==> src/rtl/tpmq_pkg.sv <==
package tpmq_pkg;

    localparam logic [28:0] LOW_PRIO_MASK = 29'h1C00_0000;

    typedef enum logic {
        CMD_ENQUEUE = 1'b0,
        CMD_DEQUEUE = 1'b1
    } cmd_t;

    typedef struct packed {
        logic        cmd;
        logic [28:0] ident;
        logic [3:0]  byte_count;
        logic [63:0] payload;
        logic        is_extended;
        logic        is_remote;
    } in_t;

    typedef struct packed {
        logic        out_valid;
        logic [28:0] out_ident;
        logic [3:0]  out_count;
        logic [63:0] out_payload;
        logic        out_extended;
        logic        out_remote;
        logic        dropped;
        logic        went_high;
    } out_t;

    typedef struct packed {
        logic        is_remote;
        logic        is_extended;
        logic [3:0]  byte_count;
        logic [28:0] ident;
        logic [63:0] payload;
    } entry_t;

endpackage

==> src/rtl/tpmq_ram.sv <==
module tpmq_ram #(
    parameter int DEPTH = 16,
    parameter int ADDR_W = 4
) (
    input  logic                 aclk,
    input  logic                 wr_en,
    input  logic [ADDR_W-1:0]    wr_addr,
    input  tpmq_pkg::entry_t     wr_data,
    input  logic                 rd_en,
    input  logic [ADDR_W-1:0]    rd_addr,
    output tpmq_pkg::entry_t     rd_data
);

    tpmq_pkg::entry_t mem [DEPTH];

    always_ff @(posedge aclk) begin
        if (wr_en) begin
            mem[wr_addr] <= wr_data;
        end
    end

    always_ff @(posedge aclk) begin
        if (rd_en) begin
            rd_data <= mem[rd_addr];
        end
    end

endmodule

==> src/rtl/two_priority_message_queue_top.sv <==
// Enqueue: result registered, valid on the cycle after the item is accepted.
// Dequeue: the memory read data is registered, then the result is registered in ST_READ.
// Throughput: one enqueue per cycle while the output is not stalled; no item is accepted
// in ST_READ, while a dequeue waits on the registered read port of the queue memories.
// Reset (aresetn low, synchronous): pointers, fill counts and handshake cleared;
// queue memory contents are not cleared.
module two_priority_message_queue_top #(
    parameter int QUEUE_DEPTH = 16
) (
    input  logic           aclk,
    input  logic           aresetn,
    input  logic           s_valid,
    output logic           s_ready,
    input  tpmq_pkg::in_t  s_item,
    output logic           m_valid,
    input  logic           m_ready,
    output tpmq_pkg::out_t m_item
);

    localparam int PTR_W  = (QUEUE_DEPTH > 1) ? $clog2(QUEUE_DEPTH) : 1;
    localparam int FILL_W = $clog2(QUEUE_DEPTH + 1);
    localparam logic [PTR_W-1:0]  PTR_LAST = PTR_W'(QUEUE_DEPTH - 1);
    localparam logic [FILL_W-1:0] FILL_MAX = FILL_W'(QUEUE_DEPTH);

    typedef enum logic {
        ST_IDLE,
        ST_READ
    } state_t;

    function automatic logic [PTR_W-1:0] next_ptr(input logic [PTR_W-1:0] p);
        next_ptr = (p == PTR_LAST) ? '0 : p + 1'b1;
    endfunction

    function automatic logic [63:0] keep_bytes(input logic [63:0] d, input logic [3:0] n);
        logic [63:0] r;
        r = d;
        for (int i = 0; i < 8; i++) begin
            if (n <= 4'(i)) begin
                r[i*8 +: 8] = 8'h00;
            end
        end
        keep_bytes = r;
    endfunction

    state_t              state_reg, state_next;
    logic                m_valid_reg, m_valid_next;
    tpmq_pkg::out_t      m_item_reg, m_item_next;
    logic                sel_high_reg, sel_high_next;
    logic [PTR_W-1:0]    high_rd_reg, high_rd_next, high_wr_reg, high_wr_next;
    logic [PTR_W-1:0]    normal_rd_reg, normal_rd_next, normal_wr_reg, normal_wr_next;
    logic [FILL_W-1:0]   high_fill_reg, high_fill_next, normal_fill_reg, normal_fill_next;

    logic                s_accept;
    logic                is_normal;
    logic                high_full, normal_full;
    logic                high_wr_en, normal_wr_en, high_rd_en, normal_rd_en;
    tpmq_pkg::entry_t    wr_entry, high_rdata, normal_rdata, rd_entry;

    assign s_ready  = (state_reg == ST_IDLE) && (!m_valid_reg || m_ready);
    assign s_accept = s_valid && s_ready;
    assign m_valid  = m_valid_reg;
    assign m_item   = m_item_reg;

    assign is_normal   = (s_item.ident & tpmq_pkg::LOW_PRIO_MASK) != '0;
    assign high_full   = high_fill_reg == FILL_MAX;
    assign normal_full = normal_fill_reg == FILL_MAX;

    assign high_wr_en   = s_accept && (s_item.cmd == tpmq_pkg::CMD_ENQUEUE)
                          && !is_normal && !high_full;
    assign normal_wr_en = s_accept && (s_item.cmd == tpmq_pkg::CMD_ENQUEUE)
                          && is_normal && !normal_full;
    assign high_rd_en   = s_accept && (s_item.cmd == tpmq_pkg::CMD_DEQUEUE)
                          && (high_fill_reg != '0);
    assign normal_rd_en = s_accept && (s_item.cmd == tpmq_pkg::CMD_DEQUEUE)
                          && (high_fill_reg == '0) && (normal_fill_reg != '0);

    always_comb begin
        wr_entry.is_remote   = s_item.is_remote;
        wr_entry.is_extended = s_item.is_extended;
        wr_entry.byte_count  = s_item.byte_count;
        wr_entry.ident       = s_item.ident;
        wr_entry.payload     = keep_bytes(s_item.payload, s_item.byte_count);
    end

    tpmq_ram #(.DEPTH(QUEUE_DEPTH), .ADDR_W(PTR_W)) u_high_ram (
        .aclk    (aclk),
        .wr_en   (high_wr_en),
        .wr_addr (high_wr_reg),
        .wr_data (wr_entry),
        .rd_en   (high_rd_en),
        .rd_addr (high_rd_reg),
        .rd_data (high_rdata)
    );

    tpmq_ram #(.DEPTH(QUEUE_DEPTH), .ADDR_W(PTR_W)) u_normal_ram (
        .aclk    (aclk),
        .wr_en   (normal_wr_en),
        .wr_addr (normal_wr_reg),
        .wr_data (wr_entry),
        .rd_en   (normal_rd_en),
        .rd_addr (normal_rd_reg),
        .rd_data (normal_rdata)
    );

    assign rd_entry = sel_high_reg ? high_rdata : normal_rdata;

    always_comb begin
        state_next       = state_reg;
        m_valid_next     = m_valid_reg;
        m_item_next      = m_item_reg;
        sel_high_next    = sel_high_reg;
        high_rd_next     = high_rd_reg;
        high_wr_next     = high_wr_reg;
        high_fill_next   = high_fill_reg;
        normal_rd_next   = normal_rd_reg;
        normal_wr_next   = normal_wr_reg;
        normal_fill_next = normal_fill_reg;

        if (m_valid_reg && m_ready) begin
            m_valid_next = 1'b0;
        end

        case (state_reg)
            ST_IDLE: begin
                if (s_accept) begin
                    if (s_item.cmd == tpmq_pkg::CMD_ENQUEUE) begin
                        m_valid_next          = 1'b1;
                        m_item_next           = '0;
                        m_item_next.went_high = !is_normal;
                        m_item_next.dropped   = is_normal ? normal_full : high_full;
                        if (high_wr_en) begin
                            high_wr_next   = next_ptr(high_wr_reg);
                            high_fill_next = high_fill_reg + 1'b1;
                        end
                        if (normal_wr_en) begin
                            normal_wr_next   = next_ptr(normal_wr_reg);
                            normal_fill_next = normal_fill_reg + 1'b1;
                        end
                    end else if (high_rd_en) begin
                        sel_high_next  = 1'b1;
                        high_rd_next   = next_ptr(high_rd_reg);
                        high_fill_next = high_fill_reg - 1'b1;
                        state_next     = ST_READ;
                    end else if (normal_rd_en) begin
                        sel_high_next    = 1'b0;
                        normal_rd_next   = next_ptr(normal_rd_reg);
                        normal_fill_next = normal_fill_reg - 1'b1;
                        state_next       = ST_READ;
                    end else begin
                        // both queues empty
                        m_valid_next = 1'b1;
                        m_item_next  = '0;
                    end
                end
            end
            ST_READ: begin
                m_valid_next             = 1'b1;
                m_item_next.out_valid    = 1'b1;
                m_item_next.out_ident    = rd_entry.ident;
                m_item_next.out_count    = rd_entry.byte_count;
                m_item_next.out_payload  = rd_entry.payload;
                m_item_next.out_extended = rd_entry.is_extended;
                m_item_next.out_remote   = rd_entry.is_remote;
                m_item_next.dropped      = 1'b0;
                m_item_next.went_high    = sel_high_reg;
                state_next               = ST_IDLE;
            end
            default: begin
                state_next = ST_IDLE;
            end
        endcase
    end

    always_ff @(posedge aclk) begin
        if (!aresetn) begin
            state_reg       <= ST_IDLE;
            m_valid_reg     <= 1'b0;
            sel_high_reg    <= 1'b0;
            high_rd_reg     <= '0;
            high_wr_reg     <= '0;
            high_fill_reg   <= '0;
            normal_rd_reg   <= '0;
            normal_wr_reg   <= '0;
            normal_fill_reg <= '0;
        end else begin
            state_reg       <= state_next;
            m_valid_reg     <= m_valid_next;
            sel_high_reg    <= sel_high_next;
            high_rd_reg     <= high_rd_next;
            high_wr_reg     <= high_wr_next;
            high_fill_reg   <= high_fill_next;
            normal_rd_reg   <= normal_rd_next;
            normal_wr_reg   <= normal_wr_next;
            normal_fill_reg <= normal_fill_next;
        end
        m_item_reg <= m_item_next;
    end

endmodule

==> config.mk <==
export PLATFORM = sky130hd
export DESIGN_NAME = two_priority_message_queue_top
export DESIGN_NICKNAME = d
export VERILOG_FILES = /design/src/rtl/tpmq_pkg.sv /design/src/rtl/tpmq_ram.sv /design/src/rtl/two_priority_message_queue_top.sv
export SDC_FILE = /design/constraint.sdc
export NUM_CORES = 2
export LEC_CHECK = 0
export CAP_MARGIN = 20
export CORE_ASPECT_RATIO = 0.6
export CORE_MARGIN = 5
export CORE_UTILIZATION = 60
export CTS_BUF_LIST = sky130_fd_sc_hd__clkbuf_8
export CTS_CLUSTER_SIZE = 10
export DETAILED_ROUTE_END_ITERATION = 12
export DONT_BUFFER_PORTS = 1
export PLACE_DENSITY_LB_ADDON = 0.05
export SYNTH_ARGS = -nofsm -noshare
export SYNTH_HDL_FRONTEND = slang
export SYNTH_SLANG_ARGS = --single-unit
export TNS_END_PERCENT = 5
==> constraint.sdc <==
create_clock -name aclk -period 34.3 [get_ports aclk]
set_input_delay 1.715 -clock aclk [delete_from_list [all_inputs] [get_ports aclk]]
set_output_delay 1.715 -clock aclk [all_outputs]
set_load 0.02 [all_outputs]
==> results.toml <==
[floorplan]
core_area_um2 = 219000
fp.dieW_um = 616
ioPinCount = 208
die-area_um2 = 230000
num_rows = 133
initial_core_util_pct = 60.4
die_h_um = 374

[placed_design]
gp_congestion = 0.763
hpwlAfterDp_um = 165000
portBuffers = 0
dp.cells = 8435

[global_route]
grt_pass1_vias = 61600
grt_use_total_pct = 27.0
grt_pass1_wl_um = 444000
grt_max_degree = 112
grt_overflow = 0
antenna_found_initial = 23

[worst_setup_path]
cp.required_ns = 34.89
crit_type = "in2reg"
cp-start-kind = "input pin"
critPathBufInv = 1
crit_chain = "nor2b_1 -> nor3b_2 -> nand3_1 -> nor3b_1 -> and2_4 -> buf_4"
cpPeakStageDelay_ns = 1.00
slowest_stage = "buf_4"
reg2reg_slack_ns = 29.22
cp_max_fo = 55
worstPathArrival_ns = 5.87
critical_path.top_delay_family = "simple AND/OR/NAND/NOR gates"
end_kind = "flop"

[sta]
max_slew_margin_pct = 22.7
tightest_slew_ns = 1.16
setup_tns_ns = 0
min_period_ns = 5.28
rsz0062_at_grt = "no"
hold_ws_ns = 0.499
drv_slew = 0
finalCritPeriodShare_pct = 15.4
setup_violations = 0
hold_viol = 0
max_freq_mhz = 189
fin_skew_ns = 0.0539

[clock_network]
cts_tree = "done"
cts_resized = 0
worstSkewPairLatency_ns = 1.01
holdBufCountCts = 0
cts_buffer_depth = 4
cts_buffers = 486
cts_sinks = 3497
htreeDepth = 5
clkTransAtPathRegs_ns = 0.07
cts_root_buf = "clkbuf_8"
cts_setup_buffers = 0

[routing]
drt_pass1_iterations = 6
viasPerCell = 6.55
wl_per_cell_um = 33.3
ant_nets = 0
drtIter0Drc = 7740
finalWirelength_um = 311000
via_count = 61100
drc = 0

[cells_and_area]
layout.nets = 6164
final_common_cell = "edfxtp_1"
fillers = 13900
utilization_pct = 66.3
syn2layout_area_growth_pct = 9.93
regArea_um2 = 105000
multi_input_area_um2 = 26500
fin_cells = 9334
drive_above_1_share_pct = 27.0
final_cell_mix = "edfxtp_1, mux4_2, clkbuf_8"

[run_status]
status = "complete, no violations"

[synth]
synth.largest_area_cell = "edfxtp_1"
synth_edf_count = 3468
ys_types = 48
synthesis.area_um2 = 132000
synth_top_area_share_pct = 78.7
syn_inst = 5671
synth_nets = 5793
yosysSeqAreaShare_pct = 79.2
avgSynthCellArea_um2 = 23.3
yosysWarnings = 0
async_flop_share_pct = 0
ys.flop_type = "edfxtp_1"
synth-seq-cells = 3497
synth.area.top_cells = "edfxtp_1, mux4_2, nor2b_1, mux2i_1, nand2_1"

[run]
cap_violations = 0

[power_and_ir_drop]
p_leak_nw = 44.2
intPower_w = 0.00643
swShare_pct = 22.7
pwr-share-comb_pct = 6.4
clockPowerShare_pct = 34.8
switchingPower_w = 0.00189
peakVddDrop_uv = 33.5
p_seq_share_pct = 58.8
p_per_area_nw_per_um2 = 57.3

[worst_hold_path]
hold_class = "reg2reg"
[final cells by class]
| cell class | instances | share of cell area, % |
|---|---|---|
| flip-flops and latches | 3497 | 72.0 |
| multi-input cells | 1857 | 18.2 |
| clock buffers | 501 | 4.74 |
| well taps | 2902 | 2.50 |
| repair buffers | 187 | 1.34 |
| clock inverters | 367 | 1.12 |
| inverters | 13 | 0.0439 |
| diodes | 10 | 0.0172 |
[layer usage]
layer	part of all wire, %	vias to the layer above	GRT usage [%]	wire (µm)
li1	-	24800	-	-
met1	43	32900	42.5	133000
met2	45	3020	39.2	141000
met3	9.1	475	5.52	28200
met4	2.5	8	7.40	7720
met5	0.014	-	0	42
[synthesized netlist by cell type, types with 2 or more instances]
master / number
a211oi_1: 100
a21boi_0: 5
a21boi_1: 6
a21o_1: 4
a21oi_1: 10
a31oi_1: 102
and2_1: 24
and3_1: 9
buf_1: 17
buf_2: 84
buf_6: 13
clkbuf_1: 189
dfxtp_1: 29
edfxtp_1: 3468
fa_1: 2
ha_1: 16
inv_1: 12
mux2i_1: 104
mux4_2: 891
nand2_1: 234
nand2b_1: 12
nand3_1: 14
nand4_1: 5
nor2_1: 24
nor2b_1: 248
nor3_1: 7
nor4_1: 3
nor4b_1: 5
o211a_1: 2
o21a_1: 2
o21ai_0: 10
xnor2_1: 4
[per-stage QoR]
| step | instance area (µm²) | setup slack, ns | total power (W) |
|---|---|---|---|
| floorplan | 132000 | 20.75 | 0.00535 |
| global placement | 136000 | 28.11 | 0.00551 |
| detailed placement | 136000 | 27.99 | 0.00552 |
| CTS | 145000 | 29.08 | 0.00839 |
| global route | 145000 | 28.95 | 0.00864 |
| finish | 145000 | 29.02 | 0.00833 |
[power by group through the flow]
stage | Clock [W] | Combinational (W) | Sequential, W
2_1_floorplan | 0 | 0.000389 | 0.00496
3_3_place_gp | 0 | 0.000524 | 0.00499
3_5_place_dp | 0 | 0.000532 | 0.00499
4_1_cts | 0.00296 | 0.000533 | 0.00490
5_1_grt | 0.00317 | 0.000570 | 0.00490
6_report | 0.00290 | 0.000531 | 0.00490
[final timing paths]
kind | startpoint | endpoint | cells past startpoint
setup / recovery | m_ready | u_normal_ram.mem[4][43]$_DFFE_PP_ | 6
hold / removal | normal_fill_reg[4]$_SDFFE_PN0P_ | normal_fill_reg[4]$_SDFFE_PN0P_ | 2
setup reg to reg | state_reg$_SDFF_PP0_ | u_normal_ram.mem[4][43]$_DFFE_PP_ | 5
hold reg to reg | normal_fill_reg[4]$_SDFFE_PN0P_ | normal_fill_reg[4]$_SDFFE_PN0P_ | 2
[tightest hold or removal path, stage by stage (launching register included)]
cell     delay, ns
dfxtp_1       0.34
nand2_1       0.07
mux2i_1       0.05
[cells by family (layout without fill, tap and decap cells)]
group,count (synthesis),after routing,share of synthesized area [%]
other,0,10,0
adders and majority gates,18,18,0.182
DFF,3497,3497,79.2
and+or+nand+nor,591,591,2.31
AOI/OAI and AO/OA,247,247,1.28
buffers and inverters,317,1068,1.06
muxes,996,996,16.0
xor gates and xnor gates,5,5,0.0331
Power figures use the tool's default switching activity.
